==> src/sv/lfpid_pkg.sv <==
// Shared widths, constants, codes and stage payload types of the line follower PID controller.
// Used by the channel interfaces and by every module of the block.
`default_nettype none

package lfpid_pkg;

   // field widths
   localparam int SENSOR_COUNT = 5;
   localparam int AVERAGE_DEPTH_DEFAULT = 3;
   localparam int POS_W = 12;
   localparam int SENSOR_W = 10;
   localparam int LEVEL_W = 10;
   localparam int GAIN_W = 16;
   localparam int DRIVE_W = 8;
   localparam int END_W = 2;
   localparam int CSR_IDX_W = 3;
   localparam int CSR_DATA_W = 16;
   localparam int CNT_W = $clog2(SENSOR_COUNT + 1);

   // internal widths
   localparam int SMOOTH_FRAC = 8;
   localparam int SMOOTH_W = POS_W + SMOOTH_FRAC;
   localparam int ERR_W = POS_W + 1;
   localparam int ABS_W = ERR_W - 1;
   localparam int DERIV_W = ERR_W + 1;
   localparam int INTEG_W = 16;
   localparam int CURVE_W = 6;
   localparam int P_TERM_W = ERR_W + GAIN_W;
   localparam int I_TERM_W = INTEG_W + GAIN_W;
   localparam int D_TERM_W = DERIV_W + GAIN_W;
   localparam int PID_W = 32;

   // position filter
   localparam logic [POS_W-1:0] CENTRE_POS = 12'd2000;
   localparam logic [SMOOTH_W-1:0] CENTRE_SMOOTH = {CENTRE_POS, {SMOOTH_FRAC{1'b0}}};
   localparam logic signed [ERR_W-1:0] CENTRE_ERR = 13'sd2000;
   localparam logic [7:0] SMOOTH_KEEP = 8'd179;
   localparam logic [6:0] SMOOTH_NEW = 7'd77;

   // integrator
   localparam logic signed [INTEG_W-1:0] INTEG_LIMIT = 16'sd20000;
   localparam logic [ABS_W-1:0] NEAR_CENTRE = 12'd100;
   localparam int DECAY_DIV = 5;
   localparam int DECAY_SHIFT = 20;
   localparam int DECAY_RECIP_W = 18;
   localparam logic [DECAY_RECIP_W-1:0] DECAY_RECIP =
      DECAY_RECIP_W'((2 ** DECAY_SHIFT + DECAY_DIV - 1) / DECAY_DIV);

   // curve slowdown and speed
   localparam logic [ABS_W-1:0] CURVE_ERR = 12'd500;
   localparam logic [CURVE_W-1:0] CURVE_MAX = 6'd40;
   localparam logic [CURVE_W-1:0] CURVE_STEP = 6'd2;
   localparam logic [DRIVE_W-1:0] BASE_FAST = 8'd150;
   localparam logic [DRIVE_W-1:0] BASE_SLOW = 8'd120;

   // register reset values
   localparam logic signed [GAIN_W-1:0] GAIN_P_RESET = 16'sd256;
   localparam logic signed [GAIN_W-1:0] GAIN_I_RESET = 16'sd0;
   localparam logic signed [GAIN_W-1:0] GAIN_D_RESET = 16'sd1024;
   localparam logic [LEVEL_W-1:0] CURVE_LEVEL_RESET = 10'd500;
   localparam logic [LEVEL_W-1:0] LINE_LEVEL_RESET = 10'd200;
   localparam logic [LEVEL_W-1:0] CROSS_LEVEL_RESET = 10'd700;

   typedef enum logic [END_W-1:0] {
      SEG_RUNNING  = 2'd0,
      SEG_DEAD_END = 2'd1,
      SEG_CROSSING = 2'd2
   } segment_end_type;

   typedef enum logic [CSR_IDX_W-1:0] {
      CSR_GAIN_P      = 3'd0,
      CSR_GAIN_I      = 3'd1,
      CSR_GAIN_D      = 3'd2,
      CSR_CURVE_LEVEL = 3'd3,
      CSR_LINE_LEVEL  = 3'd4,
      CSR_CROSS_LEVEL = 3'd5,
      CSR_SOLVED_MODE = 3'd6
   } csr_index_type;

   typedef struct packed {
      logic signed [GAIN_W-1:0] gain_p;
      logic signed [GAIN_W-1:0] gain_i;
      logic signed [GAIN_W-1:0] gain_d;
      logic [LEVEL_W-1:0]       curve_level;
      logic [LEVEL_W-1:0]       line_level;
      logic [LEVEL_W-1:0]       cross_level;
      logic                     solved_mode;
   } cfg_type;

   // captured scan; sensor 0 is the leftmost
   typedef struct packed {
      logic [POS_W-1:0]                       line_position;
      logic [SENSOR_COUNT-1:0][SENSOR_W-1:0]  sensor;
      logic                                   check_allowed;
   } scan_type;

   typedef struct packed {
      logic [POS_W-1:0] avg_pos;
      logic             curve_hit;
      segment_end_type  seg_end;
      logic             slow_approach;
   } avg_type;

   typedef struct packed {
      logic signed [ERR_W-1:0] err;
      logic                    curve_hit;
      segment_end_type         seg_end;
      logic                    slow_approach;
   } err_type;

   typedef struct packed {
      logic signed [ERR_W-1:0]   err;
      logic signed [INTEG_W-1:0] integ;
      logic signed [DERIV_W-1:0] deriv;
      logic [DRIVE_W-1:0]        base;
      segment_end_type           seg_end;
      logic                      slow_approach;
   } pid_in_type;

   typedef struct packed {
      logic signed [P_TERM_W-1:0] p_term;
      logic signed [I_TERM_W-1:0] i_term;
      logic signed [D_TERM_W-1:0] d_term;
      logic [DRIVE_W-1:0]         base;
      segment_end_type            seg_end;
      logic                       slow_approach;
   } prod_type;

endpackage

`default_nettype wire

==> src/sv/lfpid_if.sv <==
// Request and response channel interfaces: valid/ready handshake plus payload fields.
// Depends on lfpid_pkg for the field widths.
`default_nettype none

interface lfpid_req_if;
   logic                              valid;
   logic                              ready;
   logic [lfpid_pkg::POS_W-1:0]       line_position;
   logic [lfpid_pkg::SENSOR_W-1:0]    sensor_a;
   logic [lfpid_pkg::SENSOR_W-1:0]    sensor_b;
   logic [lfpid_pkg::SENSOR_W-1:0]    sensor_c;
   logic [lfpid_pkg::SENSOR_W-1:0]    sensor_d;
   logic [lfpid_pkg::SENSOR_W-1:0]    sensor_e;
   logic                              check_allowed;

   modport source (
      output valid, line_position, sensor_a, sensor_b, sensor_c, sensor_d, sensor_e,
             check_allowed,
      input  ready
   );
   modport sink (
      input  valid, line_position, sensor_a, sensor_b, sensor_c, sensor_d, sensor_e,
             check_allowed,
      output ready
   );
endinterface

interface lfpid_rsp_if;
   logic                            valid;
   logic                            ready;
   logic [lfpid_pkg::DRIVE_W-1:0]   drive_a;
   logic [lfpid_pkg::DRIVE_W-1:0]   drive_b;
   logic [lfpid_pkg::END_W-1:0]     segment_end;
   logic                            slow_approach;

   modport source (
      output valid, drive_a, drive_b, segment_end, slow_approach,
      input  ready
   );
   modport sink (
      input  valid, drive_a, drive_b, segment_end, slow_approach,
      output ready
   );
endinterface

`default_nettype wire

==> src/sv/lfpid_front.sv <==
// Front end: request capture register, position history and running average,
// curve sensor count and dead end / intersection detection. Depends on lfpid_pkg, lfpid_if.
`default_nettype none

module lfpid_front #(
   parameter int AVERAGE_DEPTH = lfpid_pkg::AVERAGE_DEPTH_DEFAULT
) (
   input  wire logic              clock,
   input  wire logic              reset,
   input  lfpid_pkg::cfg_type     cfg,
   lfpid_req_if.sink              req_chan,
   output logic                   avg_valid,
   input  wire logic              avg_ready,
   output lfpid_pkg::avg_type     avg_data
);

   localparam int POS_W = lfpid_pkg::POS_W;
   localparam int SENSOR_W = lfpid_pkg::SENSOR_W;
   localparam int CNT_W = lfpid_pkg::CNT_W;
   localparam int NEAR_W = SENSOR_W + 2;
   localparam int SUM_W = POS_W + $clog2(AVERAGE_DEPTH);
   localparam int RECIP_SHIFT = SUM_W + 3;
   localparam int RECIP_W = RECIP_SHIFT + 1;
   localparam int PROD_W = SUM_W + RECIP_W;
   // reciprocal of the depth, exact for every sum that fits SUM_W bits
   localparam logic [RECIP_W-1:0] RECIP =
      RECIP_W'((2 ** RECIP_SHIFT + AVERAGE_DEPTH - 1) / AVERAGE_DEPTH);

   logic                     scan_vld_ff, scan_vld_in;
   lfpid_pkg::scan_type      scan_ff, scan_in;
   logic                     avg_vld_ff, avg_vld_in;
   lfpid_pkg::avg_type       avg_ff, avg_in;
   logic [POS_W-1:0]         ring_ff [AVERAGE_DEPTH];
   logic [POS_W-1:0]         ring_in [AVERAGE_DEPTH];
   logic [POS_W-1:0]         ring_shift [AVERAGE_DEPTH];
   logic                     scan_ready;
   logic                     avg_take;
   logic [SUM_W-1:0]         pos_sum;
   logic [PROD_W-1:0]        avg_prod;
   logic [CNT_W-1:0]         active_cnt;
   logic [SENSOR_W-1:0]      sa, sb, sc, sd, se;
   logic                     near_left, dead_end, crossing;
   lfpid_pkg::segment_end_type seg_end;

   assign avg_take   = scan_vld_ff && (!avg_vld_ff || avg_ready);
   assign scan_ready = !scan_vld_ff || avg_take;
   assign req_chan.ready = scan_ready;
   assign avg_valid = avg_vld_ff;
   assign avg_data  = avg_ff;

   always_comb begin
      scan_in.line_position = req_chan.line_position;
      scan_in.sensor[0]     = req_chan.sensor_a;
      scan_in.sensor[1]     = req_chan.sensor_b;
      scan_in.sensor[2]     = req_chan.sensor_c;
      scan_in.sensor[3]     = req_chan.sensor_d;
      scan_in.sensor[4]     = req_chan.sensor_e;
      scan_in.check_allowed = req_chan.check_allowed;
      scan_vld_in = scan_ready ? req_chan.valid : scan_vld_ff;
      avg_vld_in  = (!avg_vld_ff || avg_ready) ? scan_vld_ff : avg_vld_ff;
   end

   // history line: newest position at tap 0, sum of all taps
   always_comb begin
      ring_shift[0] = scan_ff.line_position;
      for (int i = 1; i < AVERAGE_DEPTH; i++) begin
         ring_shift[i] = ring_ff[i-1];
      end
      pos_sum = '0;
      for (int i = 0; i < AVERAGE_DEPTH; i++) begin
         pos_sum = pos_sum + SUM_W'(ring_shift[i]);
      end
      avg_prod = PROD_W'(pos_sum) * PROD_W'(RECIP);
   end

   // sensor pattern decisions
   always_comb begin
      sa = scan_ff.sensor[0];
      sb = scan_ff.sensor[1];
      sc = scan_ff.sensor[2];
      sd = scan_ff.sensor[3];
      se = scan_ff.sensor[4];
      active_cnt = '0;
      for (int i = 0; i < lfpid_pkg::SENSOR_COUNT; i++) begin
         active_cnt = active_cnt + CNT_W'(scan_ff.sensor[i] > cfg.curve_level);
      end
      near_left = ({2'b00, sa} + {1'b0, sa, 1'b0}) > {1'b0, cfg.cross_level, 1'b0};
      dead_end  = scan_ff.check_allowed && (sb <= cfg.line_level) &&
                  (sc <= cfg.line_level) && (sd <= cfg.line_level);
      crossing  = scan_ff.check_allowed && !dead_end &&
                  ((sa > cfg.cross_level && (sb > cfg.line_level || se > cfg.cross_level)) ||
                   (near_left && sb > cfg.line_level) ||
                   (se > cfg.cross_level && (sd > cfg.line_level || sa > cfg.cross_level)));
      priority if (dead_end) begin
         seg_end = lfpid_pkg::SEG_DEAD_END;
      end else if (crossing) begin
         seg_end = lfpid_pkg::SEG_CROSSING;
      end else begin
         seg_end = lfpid_pkg::SEG_RUNNING;
      end
      avg_in.avg_pos       = avg_prod[RECIP_SHIFT +: POS_W];
      avg_in.curve_hit     = active_cnt >= CNT_W'(2);
      avg_in.seg_end       = seg_end;
      avg_in.slow_approach = crossing && near_left;
   end

   // advance the history with the request; a segment end restarts it
   always_comb begin
      for (int i = 0; i < AVERAGE_DEPTH; i++) begin
         if (!avg_take) begin
            ring_in[i] = ring_ff[i];
         end else if (seg_end != lfpid_pkg::SEG_RUNNING) begin
            ring_in[i] = lfpid_pkg::CENTRE_POS;
         end else begin
            ring_in[i] = ring_shift[i];
         end
      end
   end

   always_ff @(posedge clock) begin
      if (reset) begin
         scan_vld_ff <= 1'b0;
         avg_vld_ff  <= 1'b0;
         for (int i = 0; i < AVERAGE_DEPTH; i++) begin
            ring_ff[i] <= lfpid_pkg::CENTRE_POS;
         end
      end else begin
         scan_vld_ff <= scan_vld_in;
         avg_vld_ff  <= avg_vld_in;
         for (int i = 0; i < AVERAGE_DEPTH; i++) begin
            ring_ff[i] <= ring_in[i];
         end
      end
   end

   always_ff @(posedge clock) begin
      if (req_chan.valid && scan_ready) begin
         scan_ff <= scan_in;
      end
      if (avg_take) begin
         avg_ff <= avg_in;
      end
   end

endmodule

`default_nettype wire

==> src/sv/lfpid_filter.sv <==
// Exponential smoother of the averaged position (Q12.8) and position error stage.
// Depends on lfpid_pkg.
`default_nettype none

module lfpid_filter (
   input  wire logic          clock,
   input  wire logic          reset,
   input  wire logic          avg_valid,
   output logic               avg_ready,
   input  lfpid_pkg::avg_type avg_data,
   output logic               err_valid,
   input  wire logic          err_ready,
   output lfpid_pkg::err_type err_data
);

   localparam int POS_W = lfpid_pkg::POS_W;
   localparam int SMOOTH_W = lfpid_pkg::SMOOTH_W;
   localparam int FRAC = lfpid_pkg::SMOOTH_FRAC;
   localparam int KEEP_W = SMOOTH_W + 8;
   localparam int NEW_W = POS_W + 7;
   localparam int MIX_W = KEEP_W + 1;

   logic                   err_vld_ff, err_vld_in;
   lfpid_pkg::err_type     err_ff, err_in;
   logic [SMOOTH_W-1:0]    smooth_ff, smooth_in;
   logic                   load;
   logic [KEEP_W-1:0]      keep_prod;
   logic [NEW_W-1:0]       new_prod;
   logic [MIX_W-1:0]       mix;
   logic [SMOOTH_W-1:0]    smooth_next;

   assign avg_ready = !err_vld_ff || err_ready;
   assign load      = avg_valid && avg_ready;
   assign err_valid = err_vld_ff;
   assign err_data  = err_ff;

   // s' = (179*s + 77*(avg<<8)) >> 8
   always_comb begin
      keep_prod   = KEEP_W'(smooth_ff) * KEEP_W'(lfpid_pkg::SMOOTH_KEEP);
      new_prod    = NEW_W'(avg_data.avg_pos) * NEW_W'(lfpid_pkg::SMOOTH_NEW);
      mix         = MIX_W'(keep_prod) + MIX_W'({new_prod, {FRAC{1'b0}}});
      smooth_next = mix[FRAC +: SMOOTH_W];
      err_in.err  = $signed({1'b0, smooth_next[SMOOTH_W-1 -: POS_W]}) - lfpid_pkg::CENTRE_ERR;
      err_in.curve_hit     = avg_data.curve_hit;
      err_in.seg_end       = avg_data.seg_end;
      err_in.slow_approach = avg_data.slow_approach;
      err_vld_in = avg_ready ? avg_valid : err_vld_ff;
      if (!load) begin
         smooth_in = smooth_ff;
      end else if (avg_data.seg_end != lfpid_pkg::SEG_RUNNING) begin
         smooth_in = lfpid_pkg::CENTRE_SMOOTH;
      end else begin
         smooth_in = smooth_next;
      end
   end

   always_ff @(posedge clock) begin
      if (reset) begin
         err_vld_ff <= 1'b0;
         smooth_ff  <= lfpid_pkg::CENTRE_SMOOTH;
      end else begin
         err_vld_ff <= err_vld_in;
         smooth_ff  <= smooth_in;
      end
   end

   always_ff @(posedge clock) begin
      if (load) begin
         err_ff <= err_in;
      end
   end

endmodule

`default_nettype wire

==> src/sv/lfpid_integ.sv <==
// Curve slowdown, clamped and decaying integrator, derivative and base speed stage.
// Depends on lfpid_pkg.
`default_nettype none

module lfpid_integ (
   input  wire logic             clock,
   input  wire logic             reset,
   input  lfpid_pkg::cfg_type    cfg,
   input  wire logic             err_valid,
   output logic                  err_ready,
   input  lfpid_pkg::err_type    err_data,
   output logic                  pid_valid,
   input  wire logic             pid_ready,
   output lfpid_pkg::pid_in_type pid_data
);

   localparam int ERR_W = lfpid_pkg::ERR_W;
   localparam int ABS_W = lfpid_pkg::ABS_W;
   localparam int DERIV_W = lfpid_pkg::DERIV_W;
   localparam int INTEG_W = lfpid_pkg::INTEG_W;
   localparam int CURVE_W = lfpid_pkg::CURVE_W;
   localparam int DRIVE_W = lfpid_pkg::DRIVE_W;
   localparam int ISUM_W = INTEG_W + 1;
   localparam int MAG_W = INTEG_W - 1;
   localparam int DECAY_IN_W = MAG_W + 2;
   localparam int DECAY_PROD_W = DECAY_IN_W + lfpid_pkg::DECAY_RECIP_W;

   logic                      pid_vld_ff, pid_vld_in;
   lfpid_pkg::pid_in_type     pid_ff, pid_in;
   logic signed [INTEG_W-1:0] integ_ff, integ_in;
   logic signed [ERR_W-1:0]   prev_err_ff, prev_err_in;
   logic [CURVE_W-1:0]        curve_ff, curve_in;
   logic                      pid_load;
   logic [ABS_W-1:0]          abs_err;
   logic [CURVE_W-1:0]        curve_next;
   logic signed [ISUM_W-1:0]  isum_raw;
   logic signed [INTEG_W-1:0] isum_clamp;
   logic [MAG_W-1:0]          isum_mag;
   logic [DECAY_PROD_W-1:0]   decay_prod;
   logic [MAG_W-1:0]          decay_mag;
   logic signed [INTEG_W-1:0] integ_next;
   logic                      seg_done;

   assign err_ready = !pid_vld_ff || pid_ready;
   assign pid_load  = err_valid && err_ready;
   assign pid_valid = pid_vld_ff;
   assign pid_data  = pid_ff;
   assign seg_done  = err_data.seg_end != lfpid_pkg::SEG_RUNNING;

   always_comb begin
      abs_err = ABS_W'(err_data.err < 0 ? -err_data.err : err_data.err);

      // ramp the slowdown up on a curve, let it bleed off otherwise
      priority if (err_data.curve_hit && abs_err > lfpid_pkg::CURVE_ERR) begin
         curve_next = (curve_ff + lfpid_pkg::CURVE_STEP > lfpid_pkg::CURVE_MAX) ?
                      lfpid_pkg::CURVE_MAX : curve_ff + lfpid_pkg::CURVE_STEP;
      end else if (curve_ff != '0) begin
         curve_next = curve_ff - CURVE_W'(1);
      end else begin
         curve_next = curve_ff;
      end

      isum_raw = ISUM_W'(integ_ff) + ISUM_W'(err_data.err);
      priority if (isum_raw > ISUM_W'(lfpid_pkg::INTEG_LIMIT)) begin
         isum_clamp = lfpid_pkg::INTEG_LIMIT;
      end else if (isum_raw < -ISUM_W'(lfpid_pkg::INTEG_LIMIT)) begin
         isum_clamp = -lfpid_pkg::INTEG_LIMIT;
      end else begin
         isum_clamp = INTEG_W'(isum_raw);
      end

      // 4/5 decay near centre, truncated toward zero on the magnitude
      isum_mag   = MAG_W'(isum_clamp < 0 ? -isum_clamp : isum_clamp);
      decay_prod = DECAY_PROD_W'({isum_mag, 2'b00}) * DECAY_PROD_W'(lfpid_pkg::DECAY_RECIP);
      decay_mag  = decay_prod[lfpid_pkg::DECAY_SHIFT +: MAG_W];
      if (abs_err < lfpid_pkg::NEAR_CENTRE) begin
         integ_next = isum_clamp < 0 ? -$signed({1'b0, decay_mag}) : $signed({1'b0, decay_mag});
      end else begin
         integ_next = isum_clamp;
      end

      pid_in.err   = err_data.err;
      pid_in.integ = integ_next;
      pid_in.deriv = DERIV_W'(err_data.err) - DERIV_W'(prev_err_ff);
      pid_in.base  = (cfg.solved_mode ? lfpid_pkg::BASE_FAST : lfpid_pkg::BASE_SLOW) -
                     DRIVE_W'(curve_next);
      pid_in.seg_end       = err_data.seg_end;
      pid_in.slow_approach = err_data.slow_approach;

      pid_vld_in = err_ready ? err_valid : pid_vld_ff;
      if (!pid_load) begin
         integ_in    = integ_ff;
         prev_err_in = prev_err_ff;
         curve_in    = curve_ff;
      end else if (seg_done) begin
         integ_in    = '0;
         prev_err_in = '0;
         curve_in    = '0;
      end else begin
         integ_in    = integ_next;
         prev_err_in = err_data.err;
         curve_in    = curve_next;
      end
   end

   always_ff @(posedge clock) begin
      if (reset) begin
         pid_vld_ff  <= 1'b0;
         integ_ff    <= '0;
         prev_err_ff <= '0;
         curve_ff    <= '0;
      end else begin
         pid_vld_ff  <= pid_vld_in;
         integ_ff    <= integ_in;
         prev_err_ff <= prev_err_in;
         curve_ff    <= curve_in;
      end
   end

   always_ff @(posedge clock) begin
      if (pid_load) begin
         pid_ff <= pid_in;
      end
   end

   a_clear_on_segment_end: assert property (@(posedge clock) disable iff (reset)
      (pid_load && seg_done) |=> (integ_ff == '0 && prev_err_ff == '0 && curve_ff == '0))
      else $error("loop state not cleared after segment end");

   a_state_holds_when_idle: assert property (@(posedge clock) disable iff (reset)
      !pid_load |=> ($stable(integ_ff) && $stable(prev_err_ff) && $stable(curve_ff)))
      else $error("loop state moved without a request");

   a_curve_ramp_step: assert property (@(posedge clock) disable iff (reset)
      pid_load |=> (curve_ff <= $past(curve_ff) + lfpid_pkg::CURVE_STEP))
      else $error("curve slowdown jumped by more than one step");

endmodule

`default_nettype wire

==> src/sv/lfpid_drive.sv <==
// PID products, scaling, clamping to base speed and the response register.
// Depends on lfpid_pkg, lfpid_if.
`default_nettype none

module lfpid_drive (
   input  wire logic             clock,
   input  wire logic             reset,
   input  lfpid_pkg::cfg_type    cfg,
   input  wire logic             pid_valid,
   output logic                  pid_ready,
   input  lfpid_pkg::pid_in_type pid_data,
   lfpid_rsp_if.source           rsp_chan
);

   localparam int P_TERM_W = lfpid_pkg::P_TERM_W;
   localparam int I_TERM_W = lfpid_pkg::I_TERM_W;
   localparam int D_TERM_W = lfpid_pkg::D_TERM_W;
   localparam int PID_W = lfpid_pkg::PID_W;
   localparam int FRAC = lfpid_pkg::SMOOTH_FRAC;
   localparam int PIDQ_W = PID_W - FRAC;
   localparam int DRIVE_W = lfpid_pkg::DRIVE_W;
   localparam int CLAMP_W = DRIVE_W + 1;
   localparam logic signed [PID_W-1:0] ROUND_BIAS = PID_W'((2 ** FRAC) - 1);

   logic                       prod_vld_ff, prod_vld_in;
   lfpid_pkg::prod_type        prod_ff, prod_in;
   logic                       rsp_vld_ff, rsp_vld_in;
   logic [DRIVE_W-1:0]         drive_a_ff, drive_a_in;
   logic [DRIVE_W-1:0]         drive_b_ff, drive_b_in;
   lfpid_pkg::segment_end_type seg_end_ff, seg_end_in;
   logic                       slow_ff, slow_in;
   logic                       prod_load;
   logic                       rsp_take;
   logic signed [PID_W-1:0]    total;
   logic signed [PID_W-1:0]    rounded;
   logic signed [PIDQ_W-1:0]   pid_q;
   logic signed [PIDQ_W-1:0]   base_q;
   logic signed [CLAMP_W-1:0]  base_s;
   logic signed [CLAMP_W-1:0]  pid_clamp;

   assign rsp_take  = prod_vld_ff && (!rsp_vld_ff || rsp_chan.ready);
   assign pid_ready = !prod_vld_ff || rsp_take;
   assign prod_load = pid_valid && pid_ready;

   assign rsp_chan.valid         = rsp_vld_ff;
   assign rsp_chan.drive_a       = drive_a_ff;
   assign rsp_chan.drive_b       = drive_b_ff;
   assign rsp_chan.segment_end   = seg_end_ff;
   assign rsp_chan.slow_approach = slow_ff;

   always_comb begin
      prod_in.p_term = P_TERM_W'(pid_data.err) * P_TERM_W'(cfg.gain_p);
      prod_in.i_term = I_TERM_W'(pid_data.integ) * I_TERM_W'(cfg.gain_i);
      prod_in.d_term = D_TERM_W'(pid_data.deriv) * D_TERM_W'(cfg.gain_d);
      prod_in.base          = pid_data.base;
      prod_in.seg_end       = pid_data.seg_end;
      prod_in.slow_approach = pid_data.slow_approach;
      prod_vld_in = pid_ready ? pid_valid : prod_vld_ff;
   end

   always_comb begin
      total   = PID_W'(prod_ff.p_term) + PID_W'(prod_ff.i_term) + PID_W'(prod_ff.d_term);
      // divide by 256 toward zero: bias negatives before the shift
      rounded = total + (total < 0 ? ROUND_BIAS : '0);
      pid_q   = $signed(rounded[PID_W-1:FRAC]);
      base_q  = PIDQ_W'($signed({1'b0, prod_ff.base}));
      base_s  = $signed({1'b0, prod_ff.base});
      priority if (pid_q > base_q) begin
         pid_clamp = base_s;
      end else if (pid_q < -base_q) begin
         pid_clamp = -base_s;
      end else begin
         pid_clamp = CLAMP_W'(pid_q);
      end

      if (prod_ff.seg_end != lfpid_pkg::SEG_RUNNING) begin
         drive_a_in = '0;
         drive_b_in = '0;
      end else if (pid_clamp < 0) begin
         drive_a_in = DRIVE_W'(base_s + pid_clamp);
         drive_b_in = prod_ff.base;
      end else begin
         drive_a_in = prod_ff.base;
         drive_b_in = DRIVE_W'(base_s - pid_clamp);
      end
      seg_end_in = prod_ff.seg_end;
      slow_in    = prod_ff.slow_approach;
      rsp_vld_in = (!rsp_vld_ff || rsp_chan.ready) ? prod_vld_ff : rsp_vld_ff;
   end

   always_ff @(posedge clock) begin
      if (reset) begin
         prod_vld_ff <= 1'b0;
         rsp_vld_ff  <= 1'b0;
      end else begin
         prod_vld_ff <= prod_vld_in;
         rsp_vld_ff  <= rsp_vld_in;
      end
   end

   always_ff @(posedge clock) begin
      if (prod_load) begin
         prod_ff <= prod_in;
      end
      if (rsp_take) begin
         drive_a_ff <= drive_a_in;
         drive_b_ff <= drive_b_in;
         seg_end_ff <= seg_end_in;
         slow_ff    <= slow_in;
      end
   end

   a_stop_on_segment_end: assert property (@(posedge clock) disable iff (reset)
      (rsp_vld_ff && seg_end_ff != lfpid_pkg::SEG_RUNNING) |-> (drive_a_ff == '0 && drive_b_ff == '0))
      else $error("motors not stopped at segment end");

   a_slow_only_at_crossing: assert property (@(posedge clock) disable iff (reset)
      (rsp_vld_ff && slow_ff) |-> (seg_end_ff == lfpid_pkg::SEG_CROSSING))
      else $error("slow approach without an intersection");

   a_one_wheel_at_base: assert property (@(posedge clock) disable iff (reset)
      (rsp_take && prod_ff.seg_end == lfpid_pkg::SEG_RUNNING) |=>
         (drive_a_ff == $past(prod_ff.base) || drive_b_ff == $past(prod_ff.base)))
      else $error("neither motor runs at base speed");

endmodule

`default_nettype wire

==> src/sv/line_follow_pid_controller_unit.sv <==
// A response becomes valid once its request has passed all six register stages.
// Throughput: one request per cycle while responses are taken; smoother and integrator each
// close their loop in their own stage; a stalled response fills every stage, then blocks input.
// Reset (synchronous, active high): pipeline emptied, position history at 2000, smoother at
// 2000.0, integrator, last error and curve slowdown at 0, registers to their defaults.
// Depends on lfpid_pkg, lfpid_if and the lfpid_front/filter/integ/drive stages.
`default_nettype none

module line_follow_pid_controller_unit #(
   parameter int AVERAGE_DEPTH = lfpid_pkg::AVERAGE_DEPTH_DEFAULT
) (
   input  wire logic                             clock,
   input  wire logic                             reset,
   lfpid_req_if.sink                             req_chan,
   lfpid_rsp_if.source                           rsp_chan,
   input  wire logic                             csr_wr_en,
   input  wire logic [lfpid_pkg::CSR_IDX_W-1:0]  csr_index,
   input  wire logic [lfpid_pkg::CSR_DATA_W-1:0] csr_wdata
);

   localparam int LEVEL_W = lfpid_pkg::LEVEL_W;

   lfpid_pkg::cfg_type    cfg_ff, cfg_in;
   logic                  avg_valid, avg_ready;
   lfpid_pkg::avg_type    avg_data;
   logic                  err_valid, err_ready;
   lfpid_pkg::err_type    err_data;
   logic                  pid_valid, pid_ready;
   lfpid_pkg::pid_in_type pid_data;

   always_comb begin
      cfg_in = cfg_ff;
      if (csr_wr_en) begin
         unique case (lfpid_pkg::csr_index_type'(csr_index))
            lfpid_pkg::CSR_GAIN_P:      cfg_in.gain_p      = $signed(csr_wdata);
            lfpid_pkg::CSR_GAIN_I:      cfg_in.gain_i      = $signed(csr_wdata);
            lfpid_pkg::CSR_GAIN_D:      cfg_in.gain_d      = $signed(csr_wdata);
            lfpid_pkg::CSR_CURVE_LEVEL: cfg_in.curve_level = csr_wdata[LEVEL_W-1:0];
            lfpid_pkg::CSR_LINE_LEVEL:  cfg_in.line_level  = csr_wdata[LEVEL_W-1:0];
            lfpid_pkg::CSR_CROSS_LEVEL: cfg_in.cross_level = csr_wdata[LEVEL_W-1:0];
            lfpid_pkg::CSR_SOLVED_MODE: cfg_in.solved_mode = csr_wdata[0];
            default: begin
               // drop writes to unused indexes
               cfg_in = cfg_ff;
            end
         endcase
      end
   end

   always_ff @(posedge clock) begin
      if (reset) begin
         cfg_ff.gain_p      <= lfpid_pkg::GAIN_P_RESET;
         cfg_ff.gain_i      <= lfpid_pkg::GAIN_I_RESET;
         cfg_ff.gain_d      <= lfpid_pkg::GAIN_D_RESET;
         cfg_ff.curve_level <= lfpid_pkg::CURVE_LEVEL_RESET;
         cfg_ff.line_level  <= lfpid_pkg::LINE_LEVEL_RESET;
         cfg_ff.cross_level <= lfpid_pkg::CROSS_LEVEL_RESET;
         cfg_ff.solved_mode <= 1'b0;
      end else begin
         cfg_ff <= cfg_in;
      end
   end

   lfpid_front #(
      .AVERAGE_DEPTH (AVERAGE_DEPTH)
   ) u_front (
      .clock     (clock),
      .reset     (reset),
      .cfg       (cfg_ff),
      .req_chan  (req_chan),
      .avg_valid (avg_valid),
      .avg_ready (avg_ready),
      .avg_data  (avg_data)
   );

   lfpid_filter u_filter (
      .clock     (clock),
      .reset     (reset),
      .avg_valid (avg_valid),
      .avg_ready (avg_ready),
      .avg_data  (avg_data),
      .err_valid (err_valid),
      .err_ready (err_ready),
      .err_data  (err_data)
   );

   lfpid_integ u_integ (
      .clock     (clock),
      .reset     (reset),
      .cfg       (cfg_ff),
      .err_valid (err_valid),
      .err_ready (err_ready),
      .err_data  (err_data),
      .pid_valid (pid_valid),
      .pid_ready (pid_ready),
      .pid_data  (pid_data)
   );

   lfpid_drive u_drive (
      .clock     (clock),
      .reset     (reset),
      .cfg       (cfg_ff),
      .pid_valid (pid_valid),
      .pid_ready (pid_ready),
      .pid_data  (pid_data),
      .rsp_chan  (rsp_chan)
   );

endmodule

`default_nettype wire
==> src/flat_wrapper.sv <==
// flat-port wrapper written by rule: the top's interface ports become plain ports
module line_follow_pid_controller_unit_flat 
#(
   parameter int AVERAGE_DEPTH = lfpid_pkg::AVERAGE_DEPTH_DEFAULT
)
  (clock, reset, csr_wr_en, csr_index, csr_wdata, req_chan_valid, req_chan_line_position, req_chan_sensor_a, req_chan_sensor_b, req_chan_sensor_c, req_chan_sensor_d, req_chan_sensor_e, req_chan_check_allowed, req_chan_ready, rsp_chan_valid, rsp_chan_drive_a, rsp_chan_drive_b, rsp_chan_segment_end, rsp_chan_slow_approach, rsp_chan_ready);
  lfpid_req_if req_chan_i ();
  lfpid_rsp_if rsp_chan_i ();
  input  wire logic clock;
  input  wire logic reset;
  input  wire logic csr_wr_en;
  input  wire logic [lfpid_pkg::CSR_IDX_W-1:0] csr_index;
  input  wire logic [lfpid_pkg::CSR_DATA_W-1:0] csr_wdata;
  input wire logic [$bits(req_chan_i.valid)-1:0] req_chan_valid;
  input wire logic [$bits(req_chan_i.line_position)-1:0] req_chan_line_position;
  input wire logic [$bits(req_chan_i.sensor_a)-1:0] req_chan_sensor_a;
  input wire logic [$bits(req_chan_i.sensor_b)-1:0] req_chan_sensor_b;
  input wire logic [$bits(req_chan_i.sensor_c)-1:0] req_chan_sensor_c;
  input wire logic [$bits(req_chan_i.sensor_d)-1:0] req_chan_sensor_d;
  input wire logic [$bits(req_chan_i.sensor_e)-1:0] req_chan_sensor_e;
  input wire logic [$bits(req_chan_i.check_allowed)-1:0] req_chan_check_allowed;
  output wire logic [$bits(req_chan_i.ready)-1:0] req_chan_ready;
  output wire logic [$bits(rsp_chan_i.valid)-1:0] rsp_chan_valid;
  output wire logic [$bits(rsp_chan_i.drive_a)-1:0] rsp_chan_drive_a;
  output wire logic [$bits(rsp_chan_i.drive_b)-1:0] rsp_chan_drive_b;
  output wire logic [$bits(rsp_chan_i.segment_end)-1:0] rsp_chan_segment_end;
  output wire logic [$bits(rsp_chan_i.slow_approach)-1:0] rsp_chan_slow_approach;
  input wire logic [$bits(rsp_chan_i.ready)-1:0] rsp_chan_ready;
  assign req_chan_i.valid = req_chan_valid;
  assign req_chan_i.line_position = req_chan_line_position;
  assign req_chan_i.sensor_a = req_chan_sensor_a;
  assign req_chan_i.sensor_b = req_chan_sensor_b;
  assign req_chan_i.sensor_c = req_chan_sensor_c;
  assign req_chan_i.sensor_d = req_chan_sensor_d;
  assign req_chan_i.sensor_e = req_chan_sensor_e;
  assign req_chan_i.check_allowed = req_chan_check_allowed;
  assign req_chan_ready = req_chan_i.ready;
  assign rsp_chan_valid = rsp_chan_i.valid;
  assign rsp_chan_drive_a = rsp_chan_i.drive_a;
  assign rsp_chan_drive_b = rsp_chan_i.drive_b;
  assign rsp_chan_segment_end = rsp_chan_i.segment_end;
  assign rsp_chan_slow_approach = rsp_chan_i.slow_approach;
  assign rsp_chan_i.ready = rsp_chan_ready;
  line_follow_pid_controller_unit #(.AVERAGE_DEPTH(AVERAGE_DEPTH)) u_core (.clock(clock), .reset(reset), .req_chan(req_chan_i), .rsp_chan(rsp_chan_i), .csr_wr_en(csr_wr_en), .csr_index(csr_index), .csr_wdata(csr_wdata));
endmodule
==> config.mk <==
export PLATFORM = sky130hd
export DESIGN_NAME = line_follow_pid_controller_unit_flat
export DESIGN_NICKNAME = d
export VERILOG_FILES = /design/src/sv/lfpid_pkg.sv /design/src/sv/lfpid_if.sv /design/src/sv/lfpid_front.sv /design/src/sv/lfpid_filter.sv /design/src/sv/lfpid_integ.sv /design/src/sv/lfpid_drive.sv /design/src/sv/line_follow_pid_controller_unit.sv /design/src/flat_wrapper.sv
export SDC_FILE = /design/constraint.sdc
export NUM_CORES = 2
export LEC_CHECK = 0
export BUFFER_PORTS_ARGS = -buffer_cell sky130_fd_sc_hd__buf_4
export CAP_MARGIN = 20
export CORE_ASPECT_RATIO = 1.2
export CORE_MARGIN = 3
export CORE_UTILIZATION = 40
export DETAILED_ROUTE_END_ITERATION = 6
export PLACE_DENSITY = 0.6
export SLEW_MARGIN = 15
export SYNTH_ARGS = -nofsm -noshare
export SYNTH_HDL_FRONTEND = slang
export SYNTH_SLANG_ARGS = --single-unit
==> constraint.sdc <==
create_clock -name clock -period 18.47 [get_ports clock]
set_input_delay 0.9235 -clock clock [delete_from_list [all_inputs] [get_ports clock]]
set_output_delay 0.9235 -clock clock [all_outputs]
set_load 0.01 [all_outputs]
Word-level counts from Yosys, hierarchy flattened
Memories as Yosys holds them, arrays and structs flattened. Cells that the tools add are included.

RAM bits: 36. Memories kept: 1. Logic and storage cells: 195. Bits in registers: 411. Bits of input ports: 87. Output and inout bits: 21.

Multiply operators: 7. Add/subtract/negate cells: 24. Reductions and logical operators: 47. Magnitude comparators: 25. Multiplexer cells: 33. Bitwise gates (word level): 3. Equality and inequality tests: 7.

Memories: u_core.u_front.ring_ff (words 3, width 12, read ports 2, clocked after memory_dff 0, write ports 3, RTL line lfpid_front.sv:33) `logic [POS_W-1:0] ring_ff [AVERAGE_DEPTH];`.

Operators by type and width (number): 12-bit two-way mux (10); 10-bit > comparator (9); 16-bit two-way mux (5); 29-bit by 32-bit adder with 32-bit output (1); 32-bit by 30-bit adder with 32-bit output (1); 32-bit by 8-bit adder with 32-bit output (1); 32-bit by 1-bit < comparator with 1-bit output, second input constant (1); 16-bit by 16-bit multiplier with 32-bit output (1); 8-bit two-way mux (4); 15-bit by 16-bit multiplier with 31-bit output, second input constant (1); 10-bit less-or-equal comparator (3); 14-bit by 16-bit multiplier with 30-bit output (1); 13-bit by 16-bit multiplier with 29-bit output (1); 14-bit by 16-bit multiplier with 29-bit output, second input constant (1); 28-bit by 27-bit adder with 28-bit output (1); 20-bit by 8-bit multiplier with 28-bit output, second input constant (1); 24-bit by 9-bit > comparator with 1-bit output (1); 24-bit < comparator (1); 6-bit two-way mux (4); 8-bit negation with 24-bit output (1); 20-bit two-way mux (1); 12-bit by 7-bit multiplier with 19-bit output, second input constant (1); 9-bit two-way mux (2); 16-bit by 13-bit adder with 17-bit output (1); 43 further kinds (92).

Longest topological paths before layout
Depth in word-level cells: 13. Depth in mapped cells: 61. Depth with buffers taken out: 59.

Modules after synthesis
From an unflattened synthesis, not the netlist that was laid out.

Cell total of the unflattened synthesis: 6559. Area, all modules: 64304.2 um^2.

By module, submodules not included: lfpid_drive (cells each 3443, sequential area each 3673.5 um^2, instances 1, area an instance 33564.7 um^2); lfpid_integ (cells each 1229, sequential area each 2342.2 um^2, instances 1, area an instance 10762.8 um^2); lfpid_front (cells each 967, sequential area each 3133.0 um^2, instances 1, area an instance 10561.4 um^2); lfpid_filter (cells each 630, sequential area each 930.9 um^2, instances 1, area an instance 6267.3 um^2); line_follow_pid_controller_unit (cells each 290, sequential area each 1581.5 um^2, instances 1, area an instance 3148.0 um^2).

Worst setup path before layout
Ideal clock, no wire load.

Path kind: register -> register. From: register u_core.u_filter.err_ff (netlist bit u_core.u_filter.err_data[4]). To: register u_core.u_integ.pid_ff (netlist bit u_core.u_integ.pid_data[38]), data pin. Path slack: 7541 ps. Buffers on the path: 2. Arrival: 10669 ps. Data required time: 18210 ps. Period minus slack after synthesis: 10929 ps. Stages on the path, launching flop included: 47. Library setup time: 260 ps. Cells stage by stage: edfxtp_1 ha_1 inv_1 fa_1 nor2b_1 o21ai_2 a21oi_1 o211ai_1 nor4_1 nor4_1 o311ai_1 nor2b_1 clkbuf_1 nand2_1 ha_1 nand3_1 nor3_1 and2_1 (+11 left out) fa_1 inv_1 fa_1 fa_1 ha_1 clkbuf_1 a21oi_1 o21ai_0 a21o_1 a221o_1 a21oi_1 o21ai_0 or3_1 a211oi_2 nand3_1 a21oi_1 xor2_1 mux2_2.

Longest elaborated chain between the ends: 10. Elaborated cells between the ends (all ways): 16. Classes of those cells: add/sub (4); mul (1); order compare (5); mux (6).

RTL lines: from (decl) (RTL line lfpid_filter.sv:24) `lfpid_pkg::err_type err_ff, err_in;`; from (signal assigned) (RTL line lfpid_filter.sv:69) `err_ff <= err_in;`; 16-bit by 13-bit adder with 17-bit output (RTL line lfpid_integ.sv:63) `isum_raw = ISUM_W'(integ_ff) + ISUM_W'(err_data.err);`; 17-bit by 16-bit < comparator with 1-bit output (RTL line lfpid_integ.sv:66) `end else if (isum_raw < -ISUM_W'(lfpid_pkg::INTEG_LIMIT)) begin`; 16-bit two-way mux (RTL line lfpid_integ.sv:66); 16-bit two-way mux (RTL line lfpid_integ.sv:64) `priority if (isum_raw > ISUM_W'(lfpid_pkg::INTEG_LIMIT)) begin`; 15-bit negation or 16-bit by 1-bit < comparator with 1-bit output (tied branches) (RTL line lfpid_integ.sv:73, lfpid_integ.sv:77); 15-bit two-way mux (RTL line lfpid_integ.sv:73) `isum_mag = MAG_W'(isum_clamp < 0 ? -isum_clamp : isum_clamp);`; 15-bit by 16-bit multiplier with 31-bit output (RTL line lfpid_integ.sv:74) `decay_prod = DECAY_PROD_W'({isum_mag, 2'b00}) * DECAY_PROD_W'(lfpid_pkg::DECAY_RECIP);`; 15-bit negation with 16-bit output (RTL line lfpid_integ.sv:77) `integ_next = isum_clamp < 0 ? -$signed({1'b0, decay_mag}) : $signed({1'b0, decay_mag});`; 16-bit two-way mux (RTL line lfpid_integ.sv:77); 16-bit two-way mux (*) (RTL line lfpid_integ.sv:76) `if (abs_err < lfpid_pkg::NEAR_CENTRE) begin`; net u_core.u_integ.integ_next[13] (RTL line lfpid_integ.sv:41) `logic signed [INTEG_W-1:0] integ_next;`; to (signal assigned) (RTL line lfpid_integ.sv:122) `pid_ff <= pid_in;`; to (decl) (RTL line lfpid_integ.sv:29) `lfpid_pkg::pid_in_type pid_ff, pid_in;`.

The timed path passes the listed nets; every way through them passes the cells marked *. A chain may end at the register's enable or synchronous reset.

Final worst setup path
Ends and elaborated chain as after synthesis.

==> out/metrics.cfg <==
[worst_setup_path]
crit_path_max_incr_delay_ns = 0.73
r2r_end = u_core.u_integ.pid_data[38]
worst_setup_path_start_kind = flop
worstPathArrival_ns = 13.27
critPathTopFamily = adder cells
ff2ff_path_depth = 44
cp_slowest_cell = nor2b_1
rrSetupSlack_ns = 5.60
crit_top_cell = fa_1
path_buf_inv = 5
required_ns = 18.87
worstReg2RegStart = u_core.u_filter.err_data[4]
cp-end-kind = flop
critPathMaxFanout = 11
path_class = reg2reg

[clocking]
htree_levels = 2
cts_setup_buffers = 0
cts_sinks = 435
clockRootBuffer = clkbuf_16
cts_buffer_depth = 3
insertion_delay_ns = 0.66
clk_pin_slew_ns = 0.06
cts_tree = yes
cts_repair_resize_count = 0
cts_hold_buf = 0
cts_buffers = 54

[global_route]
grt-ovfl-total = 0
grt_max_degree = 77
antenna_found_initial = 5
grt_pass1_vias = 47100
grt_pass1_wl_um = 253000
grt_usage_pct = 19.6

[placed_design]
place_congestion = 0.891
io_buffers = 107
dp_hpwl_um = 129000

[synthesis]
syn_inst = 6506
ys_top_cells_by_count = 1226 x inv_1, 924 x fa_1, 814 x ha_1
synth_top_area_cell = fa_1
synthesis.area_um2 = 62700
synth_cell_types = 96
post_synth.cell_area_avg_um2 = 9.64
synth_seq_cells = 435
yosysMostFrequentCell = inv_1
async_flop_share_pct = 0
ys_seq_area_share_pct = 18.6
synth_flop_cell = edfxtp_1
synth_top_area_share_pct = 29.5
synth.net_count = 8331
yosysWarnings = 0
synth_edf_count = 295
synth_area_leaders = fa_1 30%, ha_1 16%, edfxtp_1 14%

[min_path]
holdPathEnd = u_core.u_drive.base_q[3]
hold_depth = 0
hp-start = u_core.u_integ.pid_data[6]
min-delay-path-class = reg2reg

[detailed_routing]
routed_via_density = 5.10
final_antenna_net_count = 0
wl_per_cell_um = 17.9
first_iter_violations = 2315
vias = 44200
drc = 0
first_pass_iters = 6
wl_um = 155000

[sta]
finalSetupViolations = 0
min_period_ns = 12.87
drv_slew = 0
finalCritPeriodShare_pct = 69.7
fin_worst_skew_ns = 0.0358
rsz0062_at_grt = false
fmax_mhz = 77.7
slew_headroom_pct = 27.4
finalHoldViolCount = 0
setup-tns-final_ns = 0
worst_slew_pin_slew_ns = 1.06

[finish]
nets = 8356
area_growth_pct = 7.91
drive_gt1_share_pct = 4.68
multi_input_area_um2 = 45800
regArea_um2 = 11700
nFillCells = 15000

[job]
cap_viol_max_count = 0

[floorplan]
die_h_um = 440
num_io_pins = 108
start_util_pct = 40.4
die_area_um2 = 162000
die_x_um = 367
num_rows = 158
core_um2 = 155000

[run_status]
status = completed

[through the flow]
step / hold WS [ns] / worst slack, ns / std cells / area [µm²] / util [%]
after floorplan: 0.400 / 7.54 / 6506 / 62700 / -
after global placement: 0.403 / 5.87 / 8555 / 65800 / 42.4
after detailed placement: 0.405 / 5.77 / 8555 / 65800 / 42.4
after CTS: 0.398 / 5.69 / 8655 / 67600 / 43.6
after global routing: 0.409 / 4.69 / 8655 / 67600 / 43.6
final: 0.409 / 5.60 / 8660 / 67600 / 43.6
[cell type report]
cell class	count	share of cell area, %
inverters	1226	6.80
clock inverters	38	0.662
flip-flops and latches	435	17.2
diodes	5	0.0185
multi-input cells	4664	67.6
clock buffers	62	2.12
repair buffers	150	1.66
well taps	2080	3.85
[kinds of logic (layout without fill, tap and decap cells)]
kind of cell,after synthesis,after routing,synth area share (%)
AOI/OAI and AO/OA,854,854,8.80
xor gates and xnor gates,292,292,4.08
adders and majority gates,1739,1739,45.8
buffers and inverters,1407,1476,8.46
DFF,435,435,18.6
muxes,32,32,0.531
other,0,5,0
and+or+nand+nor,1747,1747,13.8
[layout by cell type (no fill, tap or decap), types with 39 or more instances in the layout]
| cell type | n |
|---|---|
| o21bai_1 | 50 |
| nand2_1 | 679 |
| ha_1 | 814 |
| buf_4 | 150 |
| edfxtp_1 | 295 |
| clkbuf_16 | 55 |
| and2_1 | 308 |
| a21oi_1 | 289 |
| a21o_1 | 77 |
| fa_1 | 924 |
| inv_1 | 1225 |
| o21a_1 | 39 |
| nand4_1 | 41 |
| nor2b_1 | 68 |
| nor2_1 | 223 |
| a22oi_1 | 46 |
| nand2b_1 | 118 |
| o21ai_0 | 128 |
| nor3_1 | 90 |
| xor2_1 | 78 |
| xnor2_1 | 214 |
| dfxtp_1 | 140 |
| nand3_1 | 71 |
[registers in the layout, indices dropped and copies added (netlist names), 12 cells and up]
signal                      cells
u_core.u_drive.prod_ff         91
u_core.cfg_ff                  79
u_core.u_integ.pid_data        54
u_core.u_front.ring_ff         24
u_core.u_filter.smooth_ff      20
u_core.u_filter.err_data       17
u_core.u_front.avg_data        16
u_core.u_integ.integ_ff        16
u_core.u_integ.prev_err_ff     13
u_core.u_front.ring_shift      12
[routing by layer]
metal,global-route usage [%],routed length [µm]
met5,0,0
met4,5.72,4840
met3,2.25,5820
met2,36.4,80000
met1,23.7,64000
[worst max path at each step]
stage	slack [ns]	from	cells after the start	endpoint
6_report	5.60	u_core.u_filter.err_data[4]	44	u_core.u_integ.pid_data[38]
5_1_grt	4.69	u_core.u_filter.err_data[5]	43	u_core.u_integ.pid_data[38]
4_1_cts	5.69	u_core.u_filter.err_data[4]	44	u_core.u_integ.pid_data[38]
3_5_place_dp	5.77	u_core.u_filter.err_data[4]	44	u_core.u_integ.pid_data[38]
3_3_place_gp	5.87	u_core.u_filter.err_data[4]	44	u_core.u_integ.pid_data[38]
2_1_floorplan	7.54	u_core.u_filter.err_data[4]	46	u_core.u_integ.pid_data[38]
Power is left out: the tool's default activity adds up to more than one toggle a clock period on the data nets, which glitch-free logic cannot reach.
